<file path="src/hdl/mlfd_pkg.sv">
`timescale 1ns / 1ps

package mlfd_pkg;

   localparam int MAC_WIDTH             = 48;
   localparam int PORT_WIDTH            = 3;
   localparam int MASK_WIDTH            = 8;
   localparam int NUM_PORTS             = 8;
   localparam int TABLE_ENTRIES_DEFAULT = 32;

   localparam logic ACTION_FORWARD = 1'b0;
   localparam logic ACTION_ADD     = 1'b1;

   typedef struct packed {
      logic                  action;
      logic [MAC_WIDTH-1:0]  src_mac;
      logic [MAC_WIDTH-1:0]  dest_mac;
      logic [PORT_WIDTH-1:0] in_port;
   } req_type;

   typedef struct packed {
      logic [MASK_WIDTH-1:0] port_mask;
      logic                  flooded;
      logic                  learned;
      logic                  table_full;
   } rsp_type;

   typedef enum logic [1:0] {
      ST_IDLE,
      ST_SCAN,
      ST_DRAIN,
      ST_UPDATE
   } state_type;

   typedef struct packed {
      logic load;
      logic scan;
      logic update;
   } cmd_type;

   typedef struct packed {
      logic req_add;
      logic table_empty;
      logic last_issue;
   } status_type;

endpackage

</file>
<file path="src/hdl/mlfd_ram.sv">
`timescale 1ns / 1ps

module mlfd_ram #(
   parameter int WIDTH = 8,
   parameter int DEPTH = 32,
   localparam int AW   = (DEPTH > 1) ? $clog2(DEPTH) : 1
) (
   input  logic             clock,
   input  logic             wr_en,
   input  logic [AW-1:0]    wr_addr,
   input  logic [WIDTH-1:0] wr_data,
   input  logic [AW-1:0]    rd_addr,
   output logic [WIDTH-1:0] rd_data
);

   logic [WIDTH-1:0] mem_ff [DEPTH];
   logic [WIDTH-1:0] rd_data_ff;

   always_ff @(posedge clock) begin
      if (wr_en) begin
         mem_ff[wr_addr] <= wr_data;
      end
      rd_data_ff <= mem_ff[rd_addr];
   end

   assign rd_data = rd_data_ff;

endmodule

</file>
<file path="src/hdl/mlfd_ctrl.sv">
`timescale 1ns / 1ps

module mlfd_ctrl (
   input  logic                 clock,
   input  logic                 reset,
   input  logic                 start,
   input  mlfd_pkg::status_type status,
   output mlfd_pkg::cmd_type    cmd,
   output logic                 busy
);

   mlfd_pkg::state_type state_ff;
   mlfd_pkg::state_type state_in;

   always_comb begin
      state_in = state_ff;
      unique case (state_ff)
         mlfd_pkg::ST_IDLE: begin
            if (start) begin
               // Add-entry items and frames on an empty table need no scan.
               if (status.req_add || status.table_empty) begin
                  state_in = mlfd_pkg::ST_UPDATE;
               end else begin
                  state_in = mlfd_pkg::ST_SCAN;
               end
            end
         end
         mlfd_pkg::ST_SCAN: begin
            if (status.last_issue) begin
               state_in = mlfd_pkg::ST_DRAIN;
            end
         end
         mlfd_pkg::ST_DRAIN: begin
            state_in = mlfd_pkg::ST_UPDATE;
         end
         mlfd_pkg::ST_UPDATE: begin
            state_in = mlfd_pkg::ST_IDLE;
         end
         default: begin
            state_in = mlfd_pkg::ST_IDLE;
         end
      endcase
   end

   always_comb begin
      cmd.load   = 1'b0;
      cmd.scan   = 1'b0;
      cmd.update = 1'b0;
      busy       = 1'b1;
      unique case (state_ff)
         mlfd_pkg::ST_IDLE: begin
            busy     = 1'b0;
            cmd.load = start;
         end
         mlfd_pkg::ST_SCAN: begin
            cmd.scan = 1'b1;
         end
         mlfd_pkg::ST_DRAIN: begin
         end
         mlfd_pkg::ST_UPDATE: begin
            cmd.update = 1'b1;
         end
         default: begin
         end
      endcase
   end

   always_ff @(posedge clock) begin
      if (reset) begin
         state_ff <= mlfd_pkg::ST_IDLE;
      end else begin
         state_ff <= state_in;
      end
   end

   assert property (@(posedge clock) disable iff (reset)
      state_ff == mlfd_pkg::ST_DRAIN |-> $past(state_ff) == mlfd_pkg::ST_SCAN)
      else $error("drain state entered without a preceding scan");

endmodule

</file>
<file path="src/hdl/mlfd_datapath.sv">
`timescale 1ns / 1ps

module mlfd_datapath #(
   parameter int TABLE_ENTRIES = mlfd_pkg::TABLE_ENTRIES_DEFAULT
) (
   input  logic                 clock,
   input  logic                 reset,
   input  mlfd_pkg::req_type    req_item,
   input  mlfd_pkg::cmd_type    cmd,
   output mlfd_pkg::status_type status,
   output logic                 rsp_valid,
   output mlfd_pkg::rsp_type    rsp_item
);

   localparam int AW = (TABLE_ENTRIES > 1) ? $clog2(TABLE_ENTRIES) : 1;
   localparam int CW = $clog2(TABLE_ENTRIES + 1);
   localparam int EW = mlfd_pkg::MAC_WIDTH + mlfd_pkg::PORT_WIDTH;

   mlfd_pkg::req_type           req_ff,       req_in;
   logic [CW-1:0]               count_ff,     count_in;
   logic [AW-1:0]               scan_ff,      scan_in;
   logic                        cmp_valid_ff, cmp_valid_in;
   logic                        src_found_ff, src_found_in;
   logic                        dst_hit_ff,   dst_hit_in;
   logic [mlfd_pkg::PORT_WIDTH-1:0] dst_port_ff, dst_port_in;
   mlfd_pkg::rsp_type           rsp_ff,       rsp_in;
   logic                        rsp_valid_ff, rsp_valid_in;

   logic [EW-1:0]                   rd_data;
   logic [mlfd_pkg::MAC_WIDTH-1:0]  rd_mac;
   logic [mlfd_pkg::PORT_WIDTH-1:0] rd_port;
   logic                            is_add;
   logic                            need_insert;
   logic                            has_room;
   logic                            wr_en;
   logic                            hit;
   logic [mlfd_pkg::PORT_WIDTH-1:0] port_sel;

   // Entries are only ever appended at the lowest free slot, so the valid
   // entries are always slots 0 to count_ff - 1.
   mlfd_ram #(
      .WIDTH (EW),
      .DEPTH (TABLE_ENTRIES)
   ) u_table (
      .clock   (clock),
      .wr_en   (wr_en),
      .wr_addr (AW'(count_ff)),
      .wr_data ({req_ff.src_mac, req_ff.in_port}),
      .rd_addr (scan_ff),
      .rd_data (rd_data)
   );

   assign rd_mac  = rd_data[EW-1:mlfd_pkg::PORT_WIDTH];
   assign rd_port = rd_data[mlfd_pkg::PORT_WIDTH-1:0];

   assign status.req_add     = (req_item.action == mlfd_pkg::ACTION_ADD);
   assign status.table_empty = (count_ff == '0);
   assign status.last_issue  = ((CW + 1)'(scan_ff) + (CW + 1)'(1)) == (CW + 1)'(count_ff);

   assign is_add      = (req_ff.action == mlfd_pkg::ACTION_ADD);
   assign need_insert = is_add || !src_found_ff;
   assign has_room    = (count_ff != CW'(TABLE_ENTRIES));
   assign wr_en       = cmd.update && need_insert && has_room;

   // The entry just learned sits above every older one, so it only wins
   // when no older entry matched the destination.
   assign hit      = dst_hit_ff || (need_insert && has_room &&
                                    req_ff.dest_mac == req_ff.src_mac);
   assign port_sel = dst_hit_ff ? dst_port_ff : req_ff.in_port;

   always_comb begin
      req_in       = req_ff;
      count_in     = count_ff;
      scan_in      = scan_ff;
      cmp_valid_in = cmd.scan;
      src_found_in = src_found_ff;
      dst_hit_in   = dst_hit_ff;
      dst_port_in  = dst_port_ff;
      rsp_in       = rsp_ff;
      rsp_valid_in = cmd.update;

      if (cmd.load) begin
         req_in       = req_item;
         scan_in      = '0;
         src_found_in = 1'b0;
         dst_hit_in   = 1'b0;
      end

      if (cmd.scan) begin
         scan_in = scan_ff + AW'(1);
      end

      if (cmp_valid_ff) begin
         if (rd_mac == req_ff.src_mac) begin
            src_found_in = 1'b1;
         end
         if (!dst_hit_ff && rd_mac == req_ff.dest_mac) begin
            dst_hit_in  = 1'b1;
            dst_port_in = rd_port;
         end
      end

      if (cmd.update) begin
         if (wr_en) begin
            count_in = count_ff + CW'(1);
         end
         rsp_in.learned    = need_insert && has_room;
         rsp_in.table_full = need_insert && !has_room;
         rsp_in.flooded    = !is_add && !hit;
         for (int p = 0; p < mlfd_pkg::MASK_WIDTH; p++) begin
            if (is_add || p >= mlfd_pkg::NUM_PORTS) begin
               rsp_in.port_mask[p] = 1'b0;
            end else if (hit) begin
               rsp_in.port_mask[p] = (port_sel == mlfd_pkg::PORT_WIDTH'(p));
            end else begin
               rsp_in.port_mask[p] = (req_ff.in_port != mlfd_pkg::PORT_WIDTH'(p));
            end
         end
      end
   end

   always_ff @(posedge clock) begin
      if (reset) begin
         count_ff     <= '0;
         cmp_valid_ff <= 1'b0;
         rsp_valid_ff <= 1'b0;
      end else begin
         count_ff     <= count_in;
         cmp_valid_ff <= cmp_valid_in;
         rsp_valid_ff <= rsp_valid_in;
      end
   end

   always_ff @(posedge clock) begin
      req_ff       <= req_in;
      scan_ff      <= scan_in;
      src_found_ff <= src_found_in;
      dst_hit_ff   <= dst_hit_in;
      dst_port_ff  <= dst_port_in;
      rsp_ff       <= rsp_in;
   end

   assign rsp_valid = rsp_valid_ff;
   assign rsp_item  = rsp_ff;

   assert property (@(posedge clock) disable iff (reset)
      count_ff <= CW'(TABLE_ENTRIES))
      else $error("fill count exceeds table size");

   assert property (@(posedge clock) disable iff (reset)
      rsp_valid_ff |-> !(rsp_ff.learned && rsp_ff.table_full))
      else $error("learned and table_full reported together");

   assert property (@(posedge clock) disable iff (reset)
      rsp_valid_ff && rsp_ff.learned |-> count_ff == $past(count_ff) + CW'(1))
      else $error("learned entry did not advance the fill count");

endmodule

</file>
<file path="src/hdl/mac_learning_forward_decision_core.sv">
`timescale 1ns / 1ps

// Channel      Ports                         Transfer
// request      start, busy, req_item         start high while busy is low
// response     rsp_valid, rsp_item           rsp_valid high for one cycle
//
// An add-entry item, or a frame that arrives while the table is empty, goes
// from acceptance straight to the update state and the registered response
// strobe. Any other frame scans all N stored entries, drains, then updates:
// the table RAM is read one entry per cycle and each entry is compared
// against both source and destination MAC in the same pass.
// Synchronous reset empties the table by clearing its fill count.
// The response is shown for one cycle and cannot be stalled; a new request
// may be accepted in the same cycle that the previous response is shown.

module mac_learning_forward_decision_core #(
   parameter int TABLE_ENTRIES = mlfd_pkg::TABLE_ENTRIES_DEFAULT
) (
   input  logic              clock,
   input  logic              reset,
   input  logic              start,
   output logic              busy,
   input  mlfd_pkg::req_type req_item,
   output logic              rsp_valid,
   output mlfd_pkg::rsp_type rsp_item
);

   mlfd_pkg::cmd_type    cmd;
   mlfd_pkg::status_type status;

   mlfd_ctrl u_ctrl (
      .clock  (clock),
      .reset  (reset),
      .start  (start),
      .status (status),
      .cmd    (cmd),
      .busy   (busy)
   );

   mlfd_datapath #(
      .TABLE_ENTRIES (TABLE_ENTRIES)
   ) u_datapath (
      .clock     (clock),
      .reset     (reset),
      .req_item  (req_item),
      .cmd       (cmd),
      .status    (status),
      .rsp_valid (rsp_valid),
      .rsp_item  (rsp_item)
   );

endmodule

</file>
<file path="config.mk">
export PLATFORM = sky130hd
export DESIGN_NAME = mac_learning_forward_decision_core
export DESIGN_NICKNAME = d
export VERILOG_FILES = /design/src/hdl/mlfd_pkg.sv /design/src/hdl/mlfd_ram.sv /design/src/hdl/mlfd_ctrl.sv /design/src/hdl/mlfd_datapath.sv /design/src/hdl/mac_learning_forward_decision_core.sv
export SDC_FILE = /design/constraint.sdc
export NUM_CORES = 2
export LEC_CHECK = 0
export ABC_AREA = 1
export BUFFER_PORTS_ARGS = -buffer_cell sky130_fd_sc_hd__buf_2
export CAP_MARGIN = 20
export CORE_MARGIN = 3
export CORE_UTILIZATION = 56
export CTS_CLUSTER_DIAMETER = 40
export DETAILED_ROUTE_END_ITERATION = 7
export MAX_ROUTING_LAYER = met4
export PLACE_DENSITY = 0.74
export REMOVE_ABC_BUFFERS = 1
export SYNTH_ARGS = -nofsm -noshare
export SYNTH_HDL_FRONTEND = slang
export SYNTH_SLANG_ARGS = --single-unit
export TNS_END_PERCENT = 20
</file>
<file path="constraint.sdc">
create_clock -name clock -period 5 [get_ports clock]
set_clock_uncertainty 0.1 [all_clocks]
set_input_delay 0.75 -clock clock [delete_from_list [all_inputs] [get_ports clock]]
set_output_delay 0.75 -clock clock [all_outputs]
set_load 0.05 [all_outputs]
</file>
# After elaboration in Yosys (flattened, before gate mapping)
# Memory sizes are Yosys's and may differ from the RTL's. A register that Yosys moved wholly into a read port is not among the register bits.
# Cells that the tools add are included.
[word_totals]
register_bits = 131
ramBits = 1632
input_bits = 103
memories = 1
[mem_list]
columns = ["name", "words", "word_bits", "rd", "rd_ports_with_merged_regs", "write_ports", "line", "rtl"]
rows = [
  ["u_datapath.u_table.mem_ff", 32, 51, 1, 1, 1, "mlfd_ram.sv:16", "logic [WIDTH-1:0] mem_ff [DEPTH];"],
]
[op_classes]
n_addsub = 3
n_eq_ne = 24
n_mux = 27
n_reduce_logical = 23
[op_table]
columns = ["cell", "n"]
rows = [
  ["equality test 48 bit", 3],
  ["two-way mux 1 bit", 20],
  ["equality test 3 bit (second input constant)", 4],
  ["inequality test 3 bit (second input constant)", 4],
  ["two-way mux 5 bit", 2],
  ["one-hot mux 2 bit (4 select lines)", 1],
  ["equality test 7 x 6 -> 1 bit", 1],
  ["logical AND 1 bit", 7],
  ["adder 5 x 1 -> 6 bit (second input constant)", 1],
  ["adder 6 x 1 -> 6 bit (second input constant)", 1],
  ["equality test 3 x 2 -> 1 bit (second input constant)", 2],
  ["logical NOT 6 bit", 1],
  ["two-way mux 2 bit", 3],
  ["inequality test 3 x 2 -> 1 bit (second input constant)", 2],
  ["inequality test 6 bit (second input constant)", 1],
  ["AND reduction 2 bit", 3],
  ["adder 5 x 1 -> 5 bit (second input constant)", 1],
  ["logical NOT 1 bit", 5],
  ["equality test 2 bit (second input constant)", 2],
  ["inequality test 2 bit (second input constant)", 2],
  ["equality test 3 x 1 -> 1 bit (second input constant)", 1],
  ["logical NOT 3 bit", 1],
  ["logical OR 1 bit", 3],
  ["two-way mux 3 bit", 1],
  ["other kinds (5)", 5],
]

# Logic depth before layout (Yosys ltp)
[logic_depth]
ltp_word = 7
mapped_depth = 13
depth_no_buf = 12

# By module
# Synthesis repeated with hierarchy kept, for this count alone.
[unflattened]
hier_cells = 6489
area_unflattened_um2 = 74048.5
[modules_own_cells]
columns = ["module", "instances", "cells_per_inst", "area_each_um2", "seq_area_each_um2"]
rows = [
  ["mlfd_ram", 1, 5605, 66772.8, 50028.0],
  ["mlfd_datapath", 1, 852, 7063.0, 3773.6],
  ["mlfd_ctrl", 1, 32, 212.7, 40.0],
]

# Worst setup path before layout
# Ideal clock, no wire load.
[synth_timing]
kind = "register to register"
startpoint = "register u_ctrl.state_ff[0]"
endpoint = "memory u_datapath.u_table.mem_ff[31][0] in the netlist's numbering, enable pin"
setup_time_ns = 0.525
t_arrival_ns = 4.723
required_time_ns = 4.375
setup_slack_ns = -0.348
stages_incl_launch_ff = 6
period_less_slack_ns = 5.348
path_cell_list = "dfxtp_1 -> ha_1 -> inv_1 -> nor2_4 -> inv_1 -> nor3_1"
[synth_rtl]
columns = ["item", "line", "rtl"]
rows = [
  ["start, declared", "mlfd_ctrl.sv:12", "mlfd_pkg::state_type state_ff;"],
  ["start signal, assigned", "mlfd_ctrl.sv:70", "state_ff <= mlfd_pkg::ST_IDLE;"],
  ["start signal, assigned", "mlfd_ctrl.sv:72", "state_ff <= state_in;"],
  ["end, declared", "mlfd_ram.sv:16", ""],
]

==> results_dict.tcl <==
set metrics [dict create \
    cts_root_buf "clkbuf_16" \
    slew_viol_final 0 \
    grtUsageMet1 0.420 \
    cts_buffers 204 \
    post-route-drc-count 0 \
    antenna_found_initial 1 \
    finalNetCount 5924 \
    place_inst 7169 \
    met2_usage 0.489 \
    setup_viol 0 \
    final_util 0.648 \
    max_cap_viol_count 0 \
    cts_sinks 1814 \
    synthAdderAreaFrac 0.00173 \
    grt_usage 0.313 \
    combPwrFrac 0.289 \
    cp.required_ps 5350 \
    wl_per_cell_um 26.6 \
    drtAntennaViolNets 0 \
    synthMuxAreaShare 0.0283 \
    cts_tree "done" \
    place_congestion 0.994 \
    seq_area_frac_synth 0.746 \
    switching_share 0.352 \
    drtPass1Iterations 7 \
    hold_viol 0 \
    synth_cells 5549 \
    routed_wl_um 203000 \
    synth-seq-cells 1814 \
    fin_cells 7648 \
    status "finished clean" \
    p_seq_frac 0.395 \
    start_util 0.565 \
    synth-compound-area-share 0.0929 \
    grt_pass1_wl_um 295000 \
    synthSimpleGateAreaFrac 0.0984 \
    rsz0062_at_grt "no" \
    layout_commonest_cell "edfxtp_1" \
    p_per_area_mw_per_mm2 572 \
    end_kind "flop" \
    fillerInstances 8875 \
    max_freq_mhz 291 \
    finalCritPeriodShare 0.687 \
    multi_input_area_mm2 0.0164 \
    crit_type "flop to flop" \
    design_area_mm2 0.0828 \
    vias_per_cell 6.16 \
    synthesis.area_mm2 0.0722 \
    layout_common_cells "edfxtp_1 (1751), nand2_1 (1106), nor2_1 (536)" \
    core_mm2 0.128 \
    area_growth_pct 14.7 \
    rows 131 \
    ios 116 \
    switchingPower_mw 16.7 \
    ir_drop_uv 542 \
    drt-initial-drc-count 5999 \
    vias 47075 \
    syn_avg_cell_area_um2 13.0 \
    dpl.hpwl_um 113000 \
    cts_buffer_depth 3 \
    grt_pass1_vias 45282 \
    clkPwrFrac 0.316 \
    p_int_mw 30.7 \
    die_y_um 365 \
    min_period_ps 3430 \
    grt.overflow.total 0 \
    synth_top_family_by_area "simple AND/OR/NAND/NOR gates" \
    synth_warnings 0 \
    fin_hold_ws_ps 56.0 \
    clock_latency_ps 830 \
    grt_util_met3 0.0536 \
    clkTransAtPathRegs_ps 60 \
    synth_xor_area_frac 0.00291 \
    start_kind "flop" \
    htree_levels 4 \
    cp.arrival_ps 3780 \
    worstMarginPinSlew_ps 1170 \
    dieArea_mm2 0.133 \
    grt_start_max_net_pins 202 \
    cp_max_fo 21 \
    drive_above_1_share 0.107 \
    ys_types 37 \
    die_x_um 365 \
    post_cts_buffers 0 \
    register_area_mm2 0.0538 \
    slew_headroom 0.219 \
    placed_cell_area_mm2 0.0749 \
    leakage_nw 29.2 \
    portBuffers 115 \
    busiest_layer "met2" \
    hold_path_class "primary input to flop" \
]
synthesized netlist by cell type (all sizes together):
cell type | count | area share
a211oi | 4 | 0.00042
a21oi | 273 | 0.019
and3 | 1 | 0.000087
buf | 169 | 0.014
clkbuf | 138 | 0.0072
clkinv | 2 | 0.00012
dfxtp | 63 | 0.017
edfxtp | 1751 | 0.73
ha | 10 | 0.0017
inv | 163 | 0.0085
mux2i | 204 | 0.028
nand2 | 1110 | 0.058
nand3 | 86 | 0.0060
nand3b | 2 | 0.00021
nand4 | 19 | 0.0016
nor2 | 569 | 0.030
nor3 | 19 | 0.0013
nor3b | 1 | 0.00010
nor4 | 6 | 0.00052
o2111ai | 3 | 0.00036
o211ai | 153 | 0.016
o21ai | 542 | 0.038
o22ai | 227 | 0.020
or2 | 10 | 0.00087
xnor2 | 5 | 0.00061
xor2 | 19 | 0.0023
timing repair:
action,4_1_cts,5_1_grt
hold buffers,97,0
gates resized for setup,0,0
endpoints found under the hold margin,97,0
per-layer routing:
layer	vias up	routed length (um)	part of all wire
met5	-	0	0
met4	0	6760	0.033
met3	429	21300	0.10
met2	2781	97300	0.48
met1	23160	77900	0.38
li1	20705	-	-
logic make-up after synthesis:
kind of cell | Yosys count
fa+ha+maj | 10
xor+xnor | 24
compound gates | 1202
simple gates | 1823
flops | 1814
mux | 204
buf+inv | 472
per-stage QoR:
step / setup WS, ps / total power [mW] / setup TNS (ps)
3_5_place_dp: 1570 / 32.3 / 0
5_1_grt: 1380 / 49.3 / 0
2_1_floorplan: -26530 / 25.9 / -1512540
6_report: 1570 / 47.4 / 0
3_3_place_gp: 1730 / 32.1 / 0
4_1_cts: 1540 / 47.3 / 0
power groups by stage:
stage	logic, mW	clock network (mW)	registers [mW]
after CTS	13.5	15.1	18.7
after global routing	14.8	15.7	18.7
after floorplan	6.46	0	19.4
after global placement	13.1	0	19.0
after detailed placement	13.3	0	19.0
final	13.7	15.0	18.7
sequential cells by signal (all words and copies together) (netlist names):
name / flops
u_datapath.cmp_valid_ff: 1
u_datapath.src_found_ff: 1
u_datapath.dst_port_ff: 3
u_ctrl.state_ff: 2
u_datapath.dst_hit_ff: 1
u_datapath.is_add: 1
u_datapath.rsp_valid: 1
u_datapath.scan_ff: 5
u_datapath.u_table.rd_data: 51
u_datapath.rsp_item: 11
u_datapath.count_ff: 6
u_datapath.req_ff: 99
u_datapath.u_table.mem_ff: 1632
layout make-up:
cell class                      count  share of cell area
Antenna cell                        1           0.0000302
Timing Repair Buffer              363              0.0355
Clock buffer                      262              0.0665
Tap cell                         1662              0.0251
Sequential cell                  1814               0.650
Multi-Input combinational cell   3263               0.198
Clock inverter                    118              0.0162
Inverter                          165             0.00793
worst paths after layout:
| kind | from | endpoint | slack, ps | cells after the start |
|---|---|---|---|---|
| max | u_ctrl.state_ff[0] | u_datapath.u_table.mem_ff[4][40] | 1570 | 6 |
| min | req_item[98] | u_datapath.req_ff[98] | 60 | 1 |
| max reg2reg | u_ctrl.state_ff[0] | u_datapath.u_table.mem_ff[4][40] | 1570 | 6 |
| min reg2reg | u_datapath.u_table.rd_data[1] | u_datapath.dst_port_ff[1] | 340 | 0 |
worst max-delay path, cell delays in order, from the launching register on:
cell and delay (ps):
dfxtp_1 390, ha_1 530, inv_1 190, nor2_4 220, nand2_1 450, nor2_4 700, buf_4 470
No activity file was read; power rests on OpenSTA's default activity.
